<file path="src/design/bsbz_pkg.sv">
`default_nettype none

package bsbz_pkg;

  localparam int unsigned CoordW    = 32;
  localparam int unsigned SumW      = 35;  // six times a coordinate, signed
  localparam int unsigned HalfW     = 33;  // (|sum| + 3) / 2
  localparam int unsigned HiW       = 17;
  localparam int unsigned LoW       = 16;
  localparam int unsigned RemW      = 18;
  localparam int unsigned ProdHiW   = 32;
  localparam int unsigned ProdRemW  = 36;
  localparam int unsigned QuotW     = 33;
  // 2^16 = 3 * 21845 + 1, so x / 3 = hi * 21845 + (hi + lo) / 3
  localparam int unsigned Third16   = 21845;
  // ceil(2^19 / 3), exact for the remainder range
  localparam int unsigned Recip3    = 174763;
  localparam int unsigned RecipSh   = 19;
  localparam int unsigned QueueDepth = 4;
  localparam int unsigned QueuePtrW  = $clog2(QueueDepth);
  localparam int unsigned QueueCntW  = $clog2(QueueDepth + 1);
  localparam int unsigned DataW      = 2 * CoordW;

  // which weighted sum a result uses, in emission order
  typedef enum logic [1:0] {
    PH_OUTER  = 2'd0,  // a + 4b + c
    PH_NEAR_B = 2'd1,  // 4b + 2c
    PH_NEAR_C = 2'd2,  // 2b + 4c
    PH_JOIN   = 2'd3   // b + 4c + d
  } phase_e;

  typedef enum logic {
    FS_ACCEPT,
    FS_REPLAY
  } front_state_e;

  typedef struct packed {
    logic signed [CoordW-1:0] y;
    logic signed [CoordW-1:0] x;
  } point_t;

  // one segment job: four results from PH_OUTER, three from PH_NEAR_B, one from PH_JOIN
  typedef struct packed {
    phase_e start;
    logic   last;
    logic   err;
    point_t a;
    point_t b;
    point_t c;
    point_t d;
  } job_t;

endpackage

`default_nettype wire

</file>
<file path="src/design/bsbz_front.sv">
`default_nettype none

module bsbz_front (
  input  wire logic            clk_i,
  input  wire logic            rst_ni,
  input  wire logic            in_valid_i,
  output logic                 in_ready_o,
  input  wire bsbz_pkg::point_t in_point_i,
  input  wire logic            in_last_i,
  input  wire logic            cfg_valid_i,
  input  wire logic            cfg_data_i,
  output logic                 push_o,
  output bsbz_pkg::job_t       job_o,
  input  wire logic            full_i
);

  bsbz_pkg::front_state_e state_q, state_d;
  logic [2:0]             cnt_q, cnt_d;
  logic                   closed_q;
  logic [1:0]             ridx_q, ridx_d;
  bsbz_pkg::point_t       win_q [3];
  bsbz_pkg::point_t       win_d [3];
  bsbz_pkg::point_t       head_q [3];
  bsbz_pkg::point_t       head_d [3];
  bsbz_pkg::point_t       ws [3];
  logic                   acc;
  logic                   start_replay;

  assign acc = in_valid_i && in_ready_o;

  // next state
  always_comb begin
    state_d = state_q;
    unique case (state_q)
      bsbz_pkg::FS_ACCEPT: begin
        if (start_replay) state_d = bsbz_pkg::FS_REPLAY;
      end
      bsbz_pkg::FS_REPLAY: begin
        if (!full_i && ridx_q == 2'd2) state_d = bsbz_pkg::FS_ACCEPT;
      end
      default: state_d = bsbz_pkg::FS_ACCEPT;
    endcase
  end

  // handshake outputs
  always_comb begin
    in_ready_o = 1'b0;
    unique case (state_q)
      bsbz_pkg::FS_ACCEPT: in_ready_o = !full_i;
      bsbz_pkg::FS_REPLAY: in_ready_o = 1'b0;
      default:             in_ready_o = 1'b0;
    endcase
  end

  // classification and window bookkeeping
  always_comb begin
    push_o       = 1'b0;
    job_o        = '0;
    cnt_d        = cnt_q;
    ridx_d       = ridx_q;
    start_replay = 1'b0;
    win_d        = win_q;
    head_d       = head_q;
    ws[0]        = win_q[1];
    ws[1]        = win_q[2];
    ws[2]        = in_point_i;
    if (state_q == bsbz_pkg::FS_REPLAY) begin
      if (!full_i) begin
        push_o      = 1'b1;
        job_o.start = bsbz_pkg::PH_NEAR_B;
        job_o.last  = (ridx_q == 2'd2);
        job_o.b     = win_q[1];
        job_o.c     = win_q[2];
        job_o.d     = head_q[ridx_q];
        win_d[0]    = win_q[1];
        win_d[1]    = win_q[2];
        win_d[2]    = head_q[ridx_q];
        ridx_d      = ridx_q + 2'd1;
      end
    end else if (acc) begin
      priority if (cnt_q < 3'd2) begin
        if (in_last_i) begin
          // run too short: one flagged all-zero result
          push_o      = 1'b1;
          job_o.start = bsbz_pkg::PH_JOIN;
          job_o.last  = 1'b1;
          job_o.err   = 1'b1;
          cnt_d       = 3'd0;
        end else begin
          head_d[cnt_q[1:0]] = in_point_i;
          win_d              = ws;
          cnt_d              = cnt_q + 3'd1;
        end
      end else if (cnt_q == 3'd2) begin
        head_d[2] = in_point_i;
        if (!in_last_i) begin
          win_d = ws;
          cnt_d = 3'd3;
        end else begin
          // three-point run: the first point stands in as the fourth
          push_o      = 1'b1;
          job_o.start = bsbz_pkg::PH_OUTER;
          job_o.last  = !closed_q;
          job_o.a     = ws[0];
          job_o.b     = ws[1];
          job_o.c     = ws[2];
          job_o.d     = head_q[0];
          win_d[0]    = ws[1];
          win_d[1]    = ws[2];
          win_d[2]    = head_q[0];
          cnt_d       = 3'd0;
          ridx_d      = 2'd1;
          start_replay = closed_q;
        end
      end else begin
        push_o      = 1'b1;
        job_o.start = (cnt_q == 3'd3) ? bsbz_pkg::PH_OUTER : bsbz_pkg::PH_NEAR_B;
        job_o.last  = in_last_i && !closed_q;
        job_o.a     = win_q[0];
        job_o.b     = win_q[1];
        job_o.c     = win_q[2];
        job_o.d     = in_point_i;
        win_d       = ws;
        cnt_d       = in_last_i ? 3'd0 : 3'd4;
        ridx_d      = 2'd0;
        start_replay = in_last_i && closed_q;
      end
    end
  end

  always_ff @(posedge clk_i or negedge rst_ni) begin
    if (!rst_ni) begin
      state_q  <= bsbz_pkg::FS_ACCEPT;
      cnt_q    <= 3'd0;
      closed_q <= 1'b0;
      ridx_q   <= 2'd0;
      win_q    <= '{default: '0};
      head_q   <= '{default: '0};
    end else begin
      state_q <= state_d;
      cnt_q   <= cnt_d;
      ridx_q  <= ridx_d;
      win_q   <= win_d;
      head_q  <= head_d;
      if (cfg_valid_i) begin
        closed_q <= cfg_data_i;
      end
    end
  end

endmodule

`default_nettype wire

</file>
<file path="src/design/bsbz_queue.sv">
`default_nettype none

module bsbz_queue (
  input  wire logic           clk_i,
  input  wire logic           rst_ni,
  input  wire logic           push_i,
  input  wire bsbz_pkg::job_t push_job_i,
  output logic                full_o,
  input  wire logic           pop_i,
  output bsbz_pkg::job_t      head_job_o,
  output logic                empty_o
);

  bsbz_pkg::job_t                   mem_q [bsbz_pkg::QueueDepth];
  logic [bsbz_pkg::QueuePtrW-1:0]   wptr_q, rptr_q;
  logic [bsbz_pkg::QueueCntW-1:0]   count_q;

  assign full_o     = (count_q == bsbz_pkg::QueueCntW'(bsbz_pkg::QueueDepth));
  assign empty_o    = (count_q == '0);
  assign head_job_o = mem_q[rptr_q];

  always_ff @(posedge clk_i) begin
    if (push_i) begin
      mem_q[wptr_q] <= push_job_i;
    end
  end

  always_ff @(posedge clk_i or negedge rst_ni) begin
    if (!rst_ni) begin
      wptr_q  <= '0;
      rptr_q  <= '0;
      count_q <= '0;
    end else begin
      if (push_i) wptr_q <= wptr_q + 1'b1;
      if (pop_i)  rptr_q <= rptr_q + 1'b1;
      unique case ({push_i, pop_i})
        2'b10:   count_q <= count_q + 1'b1;
        2'b01:   count_q <= count_q - 1'b1;
        default: count_q <= count_q;
      endcase
    end
  end

`ifndef SYNTHESIS
  a_no_overflow: assert property (@(posedge clk_i) disable iff (!rst_ni)
    push_i |-> !full_o) else $error("job pushed into a full queue");
  a_no_underflow: assert property (@(posedge clk_i) disable iff (!rst_ni)
    pop_i |-> !empty_o) else $error("job popped from an empty queue");
`endif

endmodule

`default_nettype wire

</file>
<file path="src/design/bsbz_back.sv">
`default_nettype none

module bsbz_back (
  input  wire logic                        clk_i,
  input  wire logic                        rst_ni,
  input  wire bsbz_pkg::job_t              job_i,
  input  wire logic                        empty_i,
  output logic                             pop_o,
  output logic                             out_valid_o,
  input  wire logic                        out_ready_i,
  output logic [bsbz_pkg::DataW-1:0]       out_data_o,
  output logic                             out_last_o,
  output logic                             out_user_o
);

  localparam int unsigned SumW   = bsbz_pkg::SumW;
  localparam int unsigned HalfW  = bsbz_pkg::HalfW;
  localparam int unsigned LoW    = bsbz_pkg::LoW;
  localparam int unsigned RemW   = bsbz_pkg::RemW;
  localparam int unsigned PHiW   = bsbz_pkg::ProdHiW;
  localparam int unsigned PRemW  = bsbz_pkg::ProdRemW;
  localparam int unsigned QuotW  = bsbz_pkg::QuotW;
  localparam int unsigned CoordW = bsbz_pkg::CoordW;

  function automatic logic signed [SumW-1:0] weighted(
    input bsbz_pkg::phase_e       ph,
    input logic signed [CoordW-1:0] a,
    input logic signed [CoordW-1:0] b,
    input logic signed [CoordW-1:0] c,
    input logic signed [CoordW-1:0] d
  );
    logic signed [SumW-1:0] ea, eb, ec, ed, r;
    ea = SumW'(a);
    eb = SumW'(b);
    ec = SumW'(c);
    ed = SumW'(d);
    unique case (ph)
      bsbz_pkg::PH_OUTER:  r = ea + (eb <<< 2) + ec;
      bsbz_pkg::PH_NEAR_B: r = (eb <<< 2) + (ec <<< 1);
      bsbz_pkg::PH_NEAR_C: r = (eb <<< 1) + (ec <<< 2);
      bsbz_pkg::PH_JOIN:   r = eb + (ec <<< 2) + ed;
      default:             r = '0;
    endcase
    return r;
  endfunction

  // (|s| + 3) >> 1, so that the quotient by three rounds to nearest
  function automatic logic [HalfW-1:0] half_mag(input logic signed [SumW-1:0] s);
    logic [SumW-1:0] m;
    m = s[SumW-1] ? SumW'(-s) : SumW'(s);
    m = m + SumW'(3);
    return m[HalfW:1];
  endfunction

  function automatic logic [CoordW-1:0] finish(
    input logic [PHiW-1:0]  p_hi,
    input logic [PRemW-1:0] p_rem,
    input logic             neg
  );
    logic [QuotW-1:0] q;
    q = QuotW'(p_hi) + QuotW'(p_rem >> bsbz_pkg::RecipSh);
    if (neg) q = -q;
    return q[CoordW-1:0];
  endfunction

  logic                pipe_en, adv;
  logic                busy_q;
  bsbz_pkg::phase_e    phase_q, cur_phase;

  logic                   s1_valid_q, s1_last_q, s1_err_q;
  logic signed [SumW-1:0] s1_sx_q, s1_sy_q;
  logic                   s2_valid_q, s2_last_q, s2_err_q, s2_nx_q, s2_ny_q;
  logic [HalfW-1:0]       s2_mx_q, s2_my_q;
  logic                   s3_valid_q, s3_last_q, s3_err_q, s3_nx_q, s3_ny_q;
  logic [PHiW-1:0]        s3_hx_q, s3_hy_q;
  logic [PRemW-1:0]       s3_rx_q, s3_ry_q;
  logic [RemW-1:0]        rem_x, rem_y;

  assign pipe_en   = !out_valid_o || out_ready_i;
  assign adv       = pipe_en && !empty_i;
  assign cur_phase = busy_q ? phase_q : job_i.start;
  assign pop_o     = adv && (cur_phase == bsbz_pkg::PH_JOIN);

  assign rem_x = RemW'(s2_mx_q[HalfW-1:LoW]) + RemW'(s2_mx_q[LoW-1:0]);
  assign rem_y = RemW'(s2_my_q[HalfW-1:LoW]) + RemW'(s2_my_q[LoW-1:0]);

  always_ff @(posedge clk_i or negedge rst_ni) begin
    if (!rst_ni) begin
      busy_q      <= 1'b0;
      phase_q     <= bsbz_pkg::PH_OUTER;
      s1_valid_q  <= 1'b0;
      s2_valid_q  <= 1'b0;
      s3_valid_q  <= 1'b0;
      out_valid_o <= 1'b0;
    end else if (pipe_en) begin
      if (adv) begin
        busy_q  <= (cur_phase != bsbz_pkg::PH_JOIN);
        phase_q <= bsbz_pkg::phase_e'(cur_phase + 2'd1);
      end
      s1_valid_q  <= adv;
      s2_valid_q  <= s1_valid_q;
      s3_valid_q  <= s2_valid_q;
      out_valid_o <= s3_valid_q;
    end
  end

  always_ff @(posedge clk_i) begin
    if (pipe_en) begin
      s1_sx_q   <= weighted(cur_phase, job_i.a.x, job_i.b.x, job_i.c.x, job_i.d.x);
      s1_sy_q   <= weighted(cur_phase, job_i.a.y, job_i.b.y, job_i.c.y, job_i.d.y);
      s1_last_q <= job_i.last && (cur_phase == bsbz_pkg::PH_JOIN);
      s1_err_q  <= job_i.err;

      s2_mx_q   <= half_mag(s1_sx_q);
      s2_my_q   <= half_mag(s1_sy_q);
      s2_nx_q   <= s1_sx_q[SumW-1];
      s2_ny_q   <= s1_sy_q[SumW-1];
      s2_last_q <= s1_last_q;
      s2_err_q  <= s1_err_q;

      s3_hx_q   <= PHiW'(s2_mx_q[HalfW-1:LoW]) * PHiW'(bsbz_pkg::Third16);
      s3_hy_q   <= PHiW'(s2_my_q[HalfW-1:LoW]) * PHiW'(bsbz_pkg::Third16);
      s3_rx_q   <= PRemW'(rem_x) * PRemW'(bsbz_pkg::Recip3);
      s3_ry_q   <= PRemW'(rem_y) * PRemW'(bsbz_pkg::Recip3);
      s3_nx_q   <= s2_nx_q;
      s3_ny_q   <= s2_ny_q;
      s3_last_q <= s2_last_q;
      s3_err_q  <= s2_err_q;

      out_data_o <= {finish(s3_hy_q, s3_ry_q, s3_ny_q), finish(s3_hx_q, s3_rx_q, s3_nx_q)};
      out_last_o <= s3_last_q;
      out_user_o <= s3_err_q;
    end
  end

`ifndef SYNTHESIS
  a_short_is_end: assert property (@(posedge clk_i) disable iff (!rst_ni)
    out_valid_o && out_user_o |-> out_last_o && out_data_o == '0)
    else $error("too-short result without run end or with nonzero data");
`endif

endmodule

`default_nettype wire

</file>
<file path="src/design/bspline_to_bezier_converter.sv">
// Uniform cubic B-spline to Bezier converter.
// s_axis: one control point per word, tdata = {y, x} (signed Q16.16), tlast on
//   the final point of a spline. m_axis: one Bezier control point per word,
//   tdata = {y, x}, tlast on the last point of the curve, tuser set on the single
//   all-zero result of a spline with fewer than three points.
// cfg: cfg_data_i = closed_curve, always ready; write only while the block is idle.
// A point is classified on acceptance; a point that completes a segment or ends a
//   short run becomes a job. Jobs wait in a four-entry queue for the arithmetic pipe,
//   which emits one result a cycle while m_axis is not stalled.
// The input rate is set by the single result port: the fourth point yields four
//   results, each later point three. On the last point of a closed curve the front
//   replays the first points, holding s_axis_tready low while it does so and
//   while the queue is full.
// A stalled m_axis freezes the pipe; the queue still takes points until full.
// Reset clears the run state and the closed_curve register; no clearing pass.
`default_nettype none

module bspline_to_bezier_converter (
  input  wire logic        clk_i,
  input  wire logic        rst_ni,
  input  wire logic        s_axis_tvalid,
  output logic             s_axis_tready,
  input  wire logic [63:0] s_axis_tdata,   // point_x, point_y
  input  wire logic        s_axis_tlast,   // is_last
  output logic             m_axis_tvalid,
  input  wire logic        m_axis_tready,
  output logic [63:0]      m_axis_tdata,   // bezier_x, bezier_y
  output logic             m_axis_tlast,   // run_end
  output logic [0:0]       m_axis_tuser,   // too_short
  input  wire logic        cfg_valid_i,
  output logic             cfg_ready_o,
  input  wire logic        cfg_data_i      // closed_curve
);

  logic           push, full, pop, empty;
  bsbz_pkg::job_t push_job, head_job;

  assign cfg_ready_o = 1'b1;

  bsbz_front u_front (
    .clk_i       (clk_i),
    .rst_ni      (rst_ni),
    .in_valid_i  (s_axis_tvalid),
    .in_ready_o  (s_axis_tready),
    .in_point_i  (bsbz_pkg::point_t'(s_axis_tdata)),
    .in_last_i   (s_axis_tlast),
    .cfg_valid_i (cfg_valid_i),
    .cfg_data_i  (cfg_data_i),
    .push_o      (push),
    .job_o       (push_job),
    .full_i      (full)
  );

  bsbz_queue u_queue (
    .clk_i      (clk_i),
    .rst_ni     (rst_ni),
    .push_i     (push),
    .push_job_i (push_job),
    .full_o     (full),
    .pop_i      (pop),
    .head_job_o (head_job),
    .empty_o    (empty)
  );

  bsbz_back u_back (
    .clk_i       (clk_i),
    .rst_ni      (rst_ni),
    .job_i       (head_job),
    .empty_i     (empty),
    .pop_o       (pop),
    .out_valid_o (m_axis_tvalid),
    .out_ready_i (m_axis_tready),
    .out_data_o  (m_axis_tdata),
    .out_last_o  (m_axis_tlast),
    .out_user_o  (m_axis_tuser[0])
  );

endmodule

`default_nettype wire

</file>
<file path="config.mk">
export PLATFORM = sky130hd
export DESIGN_NAME = bspline_to_bezier_converter
export DESIGN_NICKNAME = d
export VERILOG_FILES = /design/src/design/bsbz_pkg.sv /design/src/design/bsbz_front.sv /design/src/design/bsbz_queue.sv /design/src/design/bsbz_back.sv /design/src/design/bspline_to_bezier_converter.sv
export SDC_FILE = /design/constraint.sdc
export NUM_CORES = 2
export LEC_CHECK = 0
export ABC_CLOCK_PERIOD_IN_PS = 27700
export BUFFER_PORTS_ARGS = -buffer_cell sky130_fd_sc_hd__buf_4
export CORE_ASPECT_RATIO = 0.9
export CORE_MARGIN = 1.5
export CORE_UTILIZATION = 55
export DETAILED_ROUTE_END_ITERATION = 16
export MAX_ROUTING_LAYER = met4
export PLACE_DENSITY_LB_ADDON = 0.25
export SLEW_MARGIN = 20
export SYNTH_ARGS = -nofsm -noshare
export SYNTH_HDL_FRONTEND = slang
export SYNTH_SLANG_ARGS = --single-unit
</file>
<file path="constraint.sdc">
create_clock -name clk_i -period 27.7 [get_ports clk_i]
set_clock_uncertainty 0.05 [all_clocks]
set_input_delay 0 -clock clk_i [delete_from_list [all_inputs] [get_ports clk_i]]
set_output_delay 0 -clock clk_i [all_outputs]
set_load 0.05 [all_outputs]
</file>
==> impl_metrics.env <==
export IMPL_grt_pass1_vias=78900
export IMPL_synthArstFlopShare_pct=23.1
export IMPL_cts_buffers=180
export IMPL_path_class="reg2reg"
export IMPL_start_util_pct=55.3
export IMPL_crit_path_start="u_back.s2_mx_q[17]$_DFFE_PP_"
export IMPL_crit_slowest_cell="o21ai_0"
export IMPL_postRouteAntennaNets=0
export IMPL_tightest_slew_ps=1340
export IMPL_status="finished, final reports clean"
export IMPL_synth_cell_type_count=109
export IMPL_finalWeightedCongestion=0.962
export IMPL_cp_arrival_ps=10140
export IMPL_cp_max_fo=7
export IMPL_hpwl_um=213000
export IMPL_yosys_top_cells_area="edfxtp_1, ha_1, dfrtp_1"
export IMPL_wl_um=306000
export IMPL_ys_flop_type="edfxtp_1"
export IMPL_yosys_area_top_type="edfxtp_1"
export IMPL_tns_ps=0
export IMPL_period_needed_ps=9630
export IMPL_cap_viol_max_count=0
export IMPL_vias_per_cell=6.21
export IMPL_synth_seq_cells=1751
export IMPL_clock_latency_ps=880
export IMPL_end_kind="flop"
export IMPL_syn_area_per_cell_um2=11.7
export IMPL_slowest_delay_ps=770
export IMPL_final_common_cell="edfxtp_1"
export IMPL_synth_edf_count=1346
export IMPL_regToRegSetupSlack_ps=18070
export IMPL_place_area_mm2=0.119
export IMPL_ys_warn_count=0
export IMPL_fin_crit_sh_pct=34.7
export IMPL_syn2layout_area_growth_pct=10.2
export IMPL_drt_initial_drc_count=7980
export IMPL_synth_area_mm2=0.115
export IMPL_r2r_end="u_back.s3_rx_q[35]$_DFFE_PP_"
export IMPL_die_h_um=437
export IMPL_r2r_cells=32
export IMPL_nFillCells=16500
export IMPL_rows=159
export IMPL_antenna_found_initial=6
export IMPL_io_buffers=138
export IMPL_clk_pin_slew_ps=60
export IMPL_hold_depth=3
export IMPL_seq_area_frac_synth_pct=43.9
export IMPL_root_buffer="clkbuf_16"
export IMPL_relSlewSlack_pct=10.3
export IMPL_clock_path_buffers=3
export IMPL_synth_cells=9838
export IMPL_dieArea_mm2=0.212
export IMPL_hp_start="s_axis_tdata[37]"
export IMPL_die_w_um=485
export IMPL_final_cell_area_mm2=0.127
export IMPL_nets=11400
export IMPL_crit_path_start_kind="flop"
export IMPL_r2r_start="u_back.s2_mx_q[17]$_DFFE_PP_"
export IMPL_hold_end="u_queue.mem_q[0][101]$_DFFE_PP_"
export IMPL_grt_remaining_overflow=0
export IMPL_wl_per_cell_um=23.7
export IMPL_hold_path_class="in2reg"
export IMPL_io_pins=140
export IMPL_finalHoldViolCount=0
export IMPL_vias=80000
export IMPL_cts_sinks=1751
export IMPL_drive_gt1_share_pct=10.4
export IMPL_cp_required_ps=28220
export IMPL_final_cell_mix="edfxtp_1, nand2_1, ha_1, inv_1, o21ai_0"
export IMPL_crit_family="compound AO/OA/AOI/OAI gates"
export IMPL_core_area_mm2=0.208
export IMPL_cpMostUsedCell="inv_1"
export IMPL_fmax_mhz=104
export IMPL_dr_pass1_iters=8
export IMPL_netlist_area_leader_share_pct=35.1
export IMPL_setup_viol=0
export IMPL_syn_num_nets=11300
export IMPL_grt_pass1_wl_um=470000
export IMPL_htree_num_levels=4
export IMPL_finalMaxSlewViolations=0
export IMPL_cp_buffers_inverters=5
export IMPL_drc=0
export IMPL_rsz0062_at_grt="false"
export IMPL_grt_max_degree=268
export IMPL_cts_tree="done"
export IMPL_grt_usage_pct=29.4
export IMPL_fin_util_pct=60.9
==> timing repair <==
item,in CTS,in global routing
buffers inserted,0,0
endpoints found under the hold margin,1097,0
resized for setup,0,0
hold buffers,149,0
==> cell usage after synthesis, drive strengths merged (50+ instances only) <==
cell and instances:
a211oi 90, a21boi 81, a21o 178, a21oi 519
a22o 137, a31oi 51, buf 107, clkbuf 303
dfrtp 405, edfxtp 1346, fa 497, ha 887
inv 851, mux2 203, mux2i 219, mux4 259
nand2 912, nand2b 50, nand3 246, nor2 353
nor3 88, o21a 58, o21ai 541, o22ai 87
xnor2 397, xor2 224
==> flip-flops by register name, summed over array words and instances, names as in the netlist, 2 cells and up <==
register           cells
u_back.phase_q         2
u_back.out_data_o     64
u_back.s3_ry_q        17
u_front.head_q       192
u_queue.wptr_q         2
u_front.cnt_q          3
u_queue.count_q        3
u_front.win_q        192
u_queue.mem_q       1036
u_back.s3_hx_q        32
u_queue.rptr_q         2
u_front.ridx_q         2
u_back.s3_hy_q        32
u_back.s2_mx_q        33
u_back.s1_sy_q        35
u_back.s3_rx_q        17
u_back.s2_my_q        33
u_back.s1_sx_q        35
==> worst max-delay path by stage <==
stage	endpoint	depth (start not counted)
floorplan	u_queue.mem_q[0][0]$_DFFE_PP_	6
global placement	u_back.s3_rx_q[35]$_DFFE_PP_	32
detailed placement	u_back.s3_rx_q[35]$_DFFE_PP_	32
CTS	u_back.s3_rx_q[35]$_DFFE_PP_	32
global route	u_back.s3_rx_q[35]$_DFFE_PP_	32
finish	u_back.s3_rx_q[35]$_DFFE_PP_	32
==> per-stage QoR <==
stage               setup slack (ps)  cells  hold slack (ps)
finish                         18070  12900             48.8
global route                   17240  12900             43.9
CTS                            18100  12900             3.10
detailed placement             18140  12400              112
global placement               18460  12400             96.1
floorplan                      13360   9838             -346
==> final cells by class <==
cell class | count | area, um^2 | share of cell area [%]
antenna | 7 | 17.5 | 0.0138
clock inverter | 122 | 1700 | 1.34
multi-input combinational | 6825 | 60000 | 47.3
tap | 2737 | 3420 | 2.70
sequential | 1751 | 50600 | 39.8
clock buffer | 220 | 4740 | 3.74
timing repair buffer | 362 | 3250 | 2.56
inverter | 852 | 3200 | 2.52
==> cells by family after synthesis <==
kind of cell,count (synthesis),synth area share (%)
xor gates and xnor gates,621,4.72
buffers and inverters,1262,4.18
and+or+nand+nor,2007,8.06
DFF,1751,43.9
muxes,681,8.95
other,1,0.00325
AOI/OAI and AO/OA,2131,12.0
adders and majority gates,1384,18.3
==> layer usage <==
layer | vias to the layer above | part of all wire (%) | global-route usage, %
met5 | - | 0 | -
met4 | 0 | 1.8 | 6.02
met3 | 417 | 8.6 | 5.00
met2 | 3290 | 43 | 42.3
met1 | 40100 | 46 | 44.0
li1 | 36200 | - | -
==> tightest hold or removal path, delay by kind of cell <==
kind	cells	cell delay, ps
compound gates	1	180
buf+inv	2	660
Power is not shown: default switching activity piles up to over one toggle a cycle in this logic, so the estimate is an artifact.
